**config.mk**
```make
export PLATFORM = sky130hd
export DESIGN_NAME = nearest_palette_color_index
export DESIGN_NICKNAME = d
export VERILOG_FILES = /design/src/rtl/core/npci_pkg.sv /design/src/rtl/core/npci_front.sv /design/src/rtl/core/npci_cell.sv /design/src/rtl/core/nearest_palette_color_index.sv
export VERILOG_INCLUDE_DIRS = /design/src /design/src/rtl/core
export SDC_FILE = /design/constraint.sdc
export NUM_CORES = 2
export LEC_CHECK = 0
export BUFFER_PORTS_ARGS = -buffer_cell sky130_fd_sc_hd__buf_2
export CELL_PAD_IN_SITES_DETAIL_PLACEMENT = 1
export CELL_PAD_IN_SITES_GLOBAL_PLACEMENT = 2
export CORE_MARGIN = 4
export CORE_UTILIZATION = 35
export DETAILED_ROUTE_END_ITERATION = 6
export PLACE_DENSITY = 0.7
export SETUP_SLACK_MARGIN = 0.02
export SLEW_MARGIN = 20
export SYNTH_ARGS = -nofsm -noshare
export SYNTH_HDL_FRONTEND = slang
export SYNTH_SLANG_ARGS = --single-unit
```
**constraint.sdc**
```tcl
create_clock -name clock -period 22 [get_ports clock]
set_input_delay 2.2 -clock clock [delete_from_list [all_inputs] [get_ports clock]]
set_output_delay 2.2 -clock clock [all_outputs]
set_load 0.005 [all_outputs]
```
**src/rtl/core/nearest_palette_color_index_defines.svh**
```systemverilog
// Assertion macros shared by the nearest palette color index RTL.
`ifndef NEAREST_PALETTE_COLOR_INDEX_DEFINES_SVH
`define NEAREST_PALETTE_COLOR_INDEX_DEFINES_SVH

`ifndef ASSERT_OFF

// Same-cycle implication, checked at every rising clock edge outside reset.
`define NPCI_ASSERT_IMPLY(name, clk, rst, pre, post) \
   name: assert property (@(posedge clk) disable iff (rst) (pre) |-> (post)) \
      else $error("npci: implication check failed");

// Next-cycle implication, checked at every rising clock edge outside reset.
`define NPCI_ASSERT_NEXT(name, clk, rst, pre, post) \
   name: assert property (@(posedge clk) disable iff (rst) (pre) |=> (post)) \
      else $error("npci: next-cycle check failed");

`else

`define NPCI_ASSERT_IMPLY(name, clk, rst, pre, post)
`define NPCI_ASSERT_NEXT(name, clk, rst, pre, post)

`endif

`endif

```
**src/rtl/core/npci_pkg.sv**
```systemverilog
// Types, constants and palette helper functions for the nearest palette color index block.
`default_nettype none

package npci_pkg;

   localparam int CHAN_W      = 8;
   localparam int IDX_W       = 8;
   localparam int SUM_W       = 10;
   localparam int SCORE_W     = 21;
   localparam int CHAN_COUNT  = 3;
   localparam int GRAY_COUNT  = 24;
   localparam int FIRST_ENTRY = 16;
   localparam int GRAY_FIRST  = 232;
   localparam int GRAY_BASE   = 8;
   localparam int GRAY_STEP   = 10;
   localparam int CUBE_SIDE   = 6;
   localparam int CUBE_ROW    = 36;

   // Cube level codes.
   localparam logic [2:0] LVL_0 = 3'd0;
   localparam logic [2:0] LVL_1 = 3'd1;
   localparam logic [2:0] LVL_2 = 3'd2;
   localparam logic [2:0] LVL_3 = 3'd3;
   localparam logic [2:0] LVL_4 = 3'd4;
   localparam logic [2:0] LVL_5 = 3'd5;

   typedef logic [2:0] level_sel_type;
   typedef logic signed [SCORE_W-1:0] score_type;

   // A score is the squared distance minus the pixel's own sum of squares,
   // so all candidates compare without ever forming the pixel's squares.
   typedef struct packed {
      logic             valid;
      logic [SUM_W-1:0] sum;
      score_type        best_score;
      logic [IDX_W-1:0] best_idx;
   } link_type;

   function automatic logic [CHAN_W-1:0] level_value(input level_sel_type sel);
      logic [CHAN_W-1:0] v;
      unique case (sel)
         LVL_0:   v = 8'h00;
         LVL_1:   v = 8'h5F;
         LVL_2:   v = 8'h87;
         LVL_3:   v = 8'hAF;
         LVL_4:   v = 8'hD7;
         LVL_5:   v = 8'hFF;
         default: v = 8'h00;
      endcase
      return v;
   endfunction

   function automatic logic [16:0] level_square(input level_sel_type sel);
      logic [16:0] v;
      unique case (sel)
         LVL_0:   v = 17'd0;
         LVL_1:   v = 17'd9025;
         LVL_2:   v = 17'd18225;
         LVL_3:   v = 17'd30625;
         LVL_4:   v = 17'd46225;
         LVL_5:   v = 17'd65025;
         default: v = 17'd0;
      endcase
      return v;
   endfunction

   // Cut points lie at the midpoints between levels; a value exactly on a
   // midpoint goes to the lower level, which keeps the lower palette index.
   function automatic level_sel_type nearest_level(input logic [CHAN_W-1:0] c);
      level_sel_type s;
      if (c <= 8'd47)       s = LVL_0;
      else if (c <= 8'd115) s = LVL_1;
      else if (c <= 8'd155) s = LVL_2;
      else if (c <= 8'd195) s = LVL_3;
      else if (c <= 8'd235) s = LVL_4;
      else                  s = LVL_5;
      return s;
   endfunction

   function automatic logic [IDX_W-1:0] cube_index(input level_sel_type r,
                                                   input level_sel_type g,
                                                   input level_sel_type b);
      int unsigned k;
      k = FIRST_ENTRY + CUBE_ROW * int'(r) + CUBE_SIDE * int'(g) + int'(b);
      return IDX_W'(k);
   endfunction

endpackage

`default_nettype wire

```
**src/rtl/core/npci_front.sv**
```systemverilog
// Front end: best cube entry per channel and its score, which seeds the gray chain.
`default_nettype none
`include "nearest_palette_color_index_defines.svh"

module npci_front import npci_pkg::*; (
   input  wire logic              clock,
   input  wire logic              reset,
   input  wire logic              beat,
   input  wire logic [CHAN_W-1:0] red,
   input  wire logic [CHAN_W-1:0] green,
   input  wire logic [CHAN_W-1:0] blue,
   output link_type               seed
);

   logic              valid_a_ff;
   logic [CHAN_W-1:0] px_ff [CHAN_COUNT];
   level_sel_type     sel_ff [CHAN_COUNT];
   logic [SUM_W-1:0]  sum_a_ff;
   logic [IDX_W-1:0]  idx_a_ff;

   logic              valid_b_ff;
   score_type         term_ff [CHAN_COUNT];
   score_type         term_in [CHAN_COUNT];
   logic [SUM_W-1:0]  sum_b_ff;
   logic [IDX_W-1:0]  idx_b_ff;

   link_type          seed_ff;
   link_type          seed_in;

   // Stage A: pixel capture and nearest level per channel.
   always_ff @(posedge clock) begin
      if (reset) begin
         valid_a_ff <= 1'b0;
      end else begin
         valid_a_ff <= beat;
      end
      px_ff[0]  <= red;
      px_ff[1]  <= green;
      px_ff[2]  <= blue;
      sel_ff[0] <= nearest_level(red);
      sel_ff[1] <= nearest_level(green);
      sel_ff[2] <= nearest_level(blue);
      sum_a_ff  <= SUM_W'({2'b00, red}) + SUM_W'({2'b00, green}) + SUM_W'({2'b00, blue});
      idx_a_ff  <= cube_index(nearest_level(red), nearest_level(green), nearest_level(blue));
   end

   // Stage B: per channel, level^2 - 2*level*c.
   always_comb begin
      for (int ch = 0; ch < CHAN_COUNT; ch++) begin
         term_in[ch] = score_type'(level_square(sel_ff[ch]))
                     - score_type'({level_value(sel_ff[ch]), 1'b0}) * score_type'(px_ff[ch]);
      end
   end

   always_ff @(posedge clock) begin
      if (reset) begin
         valid_b_ff <= 1'b0;
      end else begin
         valid_b_ff <= valid_a_ff;
      end
      for (int ch = 0; ch < CHAN_COUNT; ch++) begin
         term_ff[ch] <= term_in[ch];
      end
      sum_b_ff <= sum_a_ff;
      idx_b_ff <= idx_a_ff;
   end

   // Stage C: cube score is the sum of the channel terms.
   always_comb begin
      seed_in.valid      = valid_b_ff;
      seed_in.sum        = sum_b_ff;
      seed_in.best_score = term_ff[0] + term_ff[1] + term_ff[2];
      seed_in.best_idx   = idx_b_ff;
   end

   always_ff @(posedge clock) begin
      if (reset) begin
         seed_ff.valid <= 1'b0;
      end else begin
         seed_ff <= seed_in;
      end
   end

   assign seed = seed_ff;

   `NPCI_ASSERT_IMPLY(a_seed_in_cube, clock, reset, seed_ff.valid, (seed_ff.best_idx >= IDX_W'(FIRST_ENTRY)) && (seed_ff.best_idx < IDX_W'(GRAY_FIRST)))
   `NPCI_ASSERT_NEXT(a_seed_follows_beat, clock, reset, valid_b_ff, seed_ff.valid)

endmodule

`default_nettype wire

```
**src/rtl/core/npci_cell.sv**
```systemverilog
// One gray-ramp cell: tests its gray entry against the running best and passes it on.
`default_nettype none
`include "nearest_palette_color_index_defines.svh"

module npci_cell import npci_pkg::*; #(
   parameter int unsigned GRAY_K = 0
) (
   input  wire logic clock,
   input  wire logic reset,
   input  link_type  up_link,
   output link_type  down_link
);

   localparam int unsigned      GRAY_V = GRAY_BASE + GRAY_STEP * GRAY_K;
   localparam score_type        OFFSET = score_type'(3 * GRAY_V * GRAY_V);
   localparam score_type        SLOPE  = score_type'(2 * GRAY_V);
   localparam logic [IDX_W-1:0] ENTRY  = IDX_W'(GRAY_FIRST + GRAY_K);

   score_type gray_score;
   link_type  link_ff;
   link_type  link_in;

   // For a gray v the score is 3v^2 - 2v*(r+g+b).
   assign gray_score = OFFSET - SLOPE * score_type'(up_link.sum);

   // Only a strictly better score replaces the best, so lower indices win ties.
   always_comb begin
      link_in = up_link;
      if (gray_score < up_link.best_score) begin
         link_in.best_score = gray_score;
         link_in.best_idx   = ENTRY;
      end
   end

   always_ff @(posedge clock) begin
      if (reset) begin
         link_ff.valid <= 1'b0;
      end else begin
         link_ff <= link_in;
      end
   end

   assign down_link = link_ff;

   `NPCI_ASSERT_NEXT(a_score_never_rises, clock, reset, up_link.valid, down_link.best_score <= $past(up_link.best_score))
   `NPCI_ASSERT_NEXT(a_index_never_falls, clock, reset, up_link.valid, down_link.best_idx >= $past(up_link.best_idx))

endmodule

`default_nettype wire

```
**src/rtl/core/nearest_palette_color_index.sv**
```systemverilog
// Top level: nearest entry of the 256-color palette (entries 16 to 255) for an RGB pixel.
//
//   channel   ports                                  handshake
//   request   req_red, req_green, req_blue           start high while busy low
//   response  rsp_palette_index                      rsp_valid strobe, one cycle
//
// A new pixel beat is taken every cycle outside reset; results come out in request
// order. Each passes the three front stages (cube level pick, channel terms, cube
// score) and then one cell per gray entry (24).
// Busy is high only during reset; reset clears every stage's valid flag.
// The response strobe cannot be held off, so nothing in the chain ever stalls.
`default_nettype none
`include "nearest_palette_color_index_defines.svh"

module nearest_palette_color_index import npci_pkg::*; (
   input  wire logic              clock,
   input  wire logic              reset,
   input  wire logic              start,
   output      logic              busy,
   input  wire logic [CHAN_W-1:0] req_red,
   input  wire logic [CHAN_W-1:0] req_green,
   input  wire logic [CHAN_W-1:0] req_blue,
   output      logic              rsp_valid,
   output      logic [IDX_W-1:0]  rsp_palette_index
);

   logic     req_beat;
   link_type link_w [GRAY_COUNT+1];

   assign busy     = reset;
   assign req_beat = start & ~busy;

   npci_front u_front (
      .clock (clock),
      .reset (reset),
      .beat  (req_beat),
      .red   (req_red),
      .green (req_green),
      .blue  (req_blue),
      .seed  (link_w[0])
   );

   for (genvar g = 0; g < GRAY_COUNT; g++) begin : g_cell
      npci_cell #(
         .GRAY_K (g)
      ) u_cell (
         .clock     (clock),
         .reset     (reset),
         .up_link   (link_w[g]),
         .down_link (link_w[g+1])
      );
   end

   assign rsp_valid         = link_w[GRAY_COUNT].valid;
   assign rsp_palette_index = link_w[GRAY_COUNT].best_idx;

   `NPCI_ASSERT_IMPLY(a_rsp_index_floor, clock, reset, rsp_valid, rsp_palette_index >= IDX_W'(FIRST_ENTRY))

endmodule

`default_nettype wire
```
==> out/qor.csv <==
stage;metric;value;unit
clocking;# resized after CTS;0;
yosys;ys async rst share;0;%
layout;area grow syn2layout;10.3;%
sta;final slew viol count;0;
yosys;Synthesized Nets;10000;
setup_path;Slowest-stage cell, CP;or4b_2;
placement;Post-DP HPWL;168000;µm
global_routing;first-pass GRT wire length;340000;µm
yosys;Post-Synthesis Cells;8339;
clocking;Post-CTS Hold Fix Bufs;0;
layout;register area;0.0315;mm²
setup_path;Worst Setup End Kind;flip-flop;
sta;final setup vio count;0;
yosys;XOR/XNOR share of the synthesized area;5.53;%
sta;Max Clock Skew;0.0342;ns
min_path;HP Class;reg2reg;
yosys;sequential fraction of the synthesis area;35.9;%
run_status;status;completed;
routing;Via density;4.91;
yosys;Syn Area/Cell;10.5;µm²
yosys;Area contributors post-synth;edfxtp_1 (32%), ha_1 (18%), fa_1 (8.6%);
routing;metal2 WL;98100;µm
routing;routed len/inst;17.5;µm
floorplanning;Die Outline Area;0.259;mm²
routing;drc violations;0;
setup_path;startpoint types;flip-flop;
floorplanning;Starting Density;35.2;%
layout;fin nets;10200;
yosys;most common flop cell mapped by yosys;edfxtp_1;
clocking;Root Buffer;clkbuf_16;
floorplanning;IO Count;37;
min_path;Hold Path Origin;u_front.sum_a_ff[4];
yosys;post-synth top area share;32.3;%
routing;wl on met1;101000;µm
clocking;# Post-CTS Setup Buffers;0;
clocking;CTS tree;built;
yosys;Post-Synth Simple-Gate Area;9.93;%
routing;1st-pass router iterations;5;
yosys;top post-synthesis cells by count;inv_1 (1534), ha_1 (1288), edfxtp_1 (944);
sta;Max Fclk;134;MHz
placement;port buffer count;36;
setup_path;CP max FO;27;
routing;top layer in use;met4;
job;max_cap viols;0;
sta;slew margin rel.;29.0;%
yosys;#FFs+latches synth;1102;
floorplanning;Site Rows;183;
min_path;hold path depth;0;
setup_path;worst r2r src;g_cell[20].u_cell.down_link[36];
clocking;Clock Sinks;1102;
setup_path;cell mode on critical path;inv_1;
sta;Hold Violations, Final;0;
setup_path;CP peak stage delay;0.63;ns
layout;area occupied by multi-input gates;0.0502;mm²
floorplanning;Die X-Extent;509;µm
yosys;compound-gate portion of the synthesized area;10.2;%
global_routing;total global-route track usage;16.2;%
min_path;Hold EP;u_front.sum_b_ff[4];
clocking;Clock Path Buffers;3;
floorplanning;die height;509;µm
layout;fillers;27600;
yosys;Synth area leader;edfxtp_1;
yosys;count leader, synth;inv_1;
yosys;EDFF count, synth;944;
layout;layout cells sized above 1;8.95;%
global_routing;largest net degree at the start of global routing;143;
global_routing;global route total overflow;0;
yosys;largest family of logic cells by synthesized area;adder cells;
placement;RD Place Congestion;0.830;
yosys;distinct cell type count after synthesis;106;
routing;Iter 0 DRT Violations;2370;
yosys;post-synthesis mux area share;4.42;%
global_routing;initial antenna violation count;5;
yosys;Synth warnings;0;
routing;WL met3;5510;µm
setup_path;R2R setup slack;14.56;ns
sta;Worst Max-Slew Pin Slew;1.07;ns
yosys;adder-cell share of the synthesized area;27.0;%
routing;via count;58400;
floorplanning;Core Region;0.249;mm²
sta;fin crit share;33.8;%
sta;post-layout min period;7.44;ns
yosys;Post-Syn Area;0.0878;mm²
clocking;clock latency on the worst-skew pair;0.79;ns
clocking;Reg clk slew, reported paths;0.06;ns
global_routing;vias in the first global route;63000;
setup_path;FF-to-FF path depth;23;
setup_path;crit-path cells;ha_1 -> inv_1 -> fa_1 -> inv_1 -> fa_1 -> inv_1 -> fa_1 -> inv_1 -> ha_1 -> nand4_1 -> a31oi_1 -> o31ai_1 -> a21oi_1 -> xor2_1 -> nor4_1 -> o21ai_0 -> ha_1 -> nand4_1 -> a21oi_1 -> or4b_2 -> nand4_1 -> buf_4 -> mux2_2;
routing;final WL;209000;µm
sta;RSZ-0062 raised after global routing;no;
routing;Final ANT Viol Nets;0;
setup_path;CP required;22.52;ns
clocking;H-Tree Depth;4;
sta;Setup TNS;0;ns
setup_path;Crit Reg-Reg Endpoint;g_cell[21].u_cell.down_link[20];
clocking;Num CTS Buffers;139;
setup_path;CP arrival;7.96;ns
setup_path;Crit Path Category;reg2reg;
==> cell families after synthesis <==
logic type | Yosys count
AO/OA/AOI/OAI | 1376
XOR/XNOR | 553
adder cells (fa/ha/maj) | 1667
buffers and inverters | 1627
flip-flops | 1102
multiplexers | 348
AND/OR/NAND/NOR | 1666
==> worst max-delay path: cells and delay by family, from the launching register on <==
kind	cells	cell delay [ns]
flip-flops	1	0.47
multiplexers	1	0.38
AND/OR/NAND/NOR	5	1.73
buffers and inverters	5	0.62
AO/OA/AOI/OAI	5	1.15
adder cells (fa/ha/maj)	6	2.66
XOR/XNOR	1	0.16
==> layer usage <==
metal	track usage [%]	up-vias
li1	-	29000
met5	0	-
met2	27.4	506
met1	22.2	28700
met3	2.10	225
met4	3.51	0
==> flip-flops by register name (all words and copies together) (netlist names) <==
register	count
u_front.valid_b_ff	1
u_front.px_ff	24
u_front.idx_b_ff	8
u_front.idx_a_ff	8
u_front.seed	40
u_front.valid_a_ff	1
g_cell.u_cell.down_link	929
u_front.sum_a_ff	10
u_front.sel_ff	8
u_front.sum_b_ff	10
u_front.term_ff	63
==> final cells by class <==
cell class / count / area share, %
flip-flops and latches: 1102 / 32.5
inverters: 1534 / 5.95
clock buffers: 162 / 3.77
clock inverters: 89 / 1.12
diodes: 2 / 0.00517
repair buffers: 72 / 0.486
multi-input cells: 5610 / 51.8
well taps: 3330 / 4.30
==> how the worst max path moves through the flow <==
| stage | startpoint | end | slack (ns) |
|---|---|---|---|
| after CTS | g_cell[14].u_cell.down_link[33] | g_cell[15].u_cell.down_link[22] | 14.51 |
| after floorplan | reset | g_cell[0].u_cell.down_link[0] | 0.25 |
| after global placement | reset | g_cell[14].u_cell.down_link[29] | 14.07 |
| final | g_cell[20].u_cell.down_link[36] | g_cell[21].u_cell.down_link[20] | 14.56 |
| after detailed placement | reset | g_cell[15].u_cell.down_link[12] | 13.88 |
| after global routing | g_cell[14].u_cell.down_link[33] | g_cell[15].u_cell.down_link[14] | 13.98 |
==> cell usage in the layout (no fill, tap or decap), types with 53 or more instances in the layout <==
cell type | netlist | layout
edfxtp_1 | 944 | 944
o21ai_0 | 268 | 268
xor2_1 | 224 | 224
or2_2 | 103 | 103
and3_1 | 53 | 53
nand3_1 | 106 | 106
nand2_1 | 307 | 307
a211oi_1 | 60 | 60
ha_1 | 1288 | 1288
nor3_1 | 96 | 96
inv_1 | 1534 | 1533
nor2b_1 | 107 | 107
clkbuf_16 | 0 | 142
nand2b_1 | 146 | 146
fa_1 | 379 | 379
a21oi_1 | 392 | 392
xnor2_1 | 328 | 327
o21a_1 | 82 | 82
nor2_1 | 375 | 375
dfxtp_1 | 158 | 158
and2_1 | 134 | 134
a21o_1 | 146 | 146
mux2_2 | 310 | 310
==> through the flow <==
| step | worst slack [ns] | utilization [%] | hold slack (ns) | instance area, µm² | std cells |
|---|---|---|---|---|---|
| after floorplan | 0.249 | - | 0.310 | 87800 | 8339 |
| after global placement | 14.07 | 37.0 | 0.315 | 92100 | 11600 |
| after detailed placement | 13.88 | 37.0 | 0.313 | 92100 | 11600 |
| after CTS | 14.51 | 38.9 | 0.324 | 96800 | 11900 |
| after global routing | 13.98 | 38.9 | 0.334 | 96800 | 11900 |
| final | 14.56 | 38.9 | 0.326 | 96800 | 11900 |
Power is not shown: default switching activity piles up to over one toggle a cycle in this logic, so the estimate is an artifact.
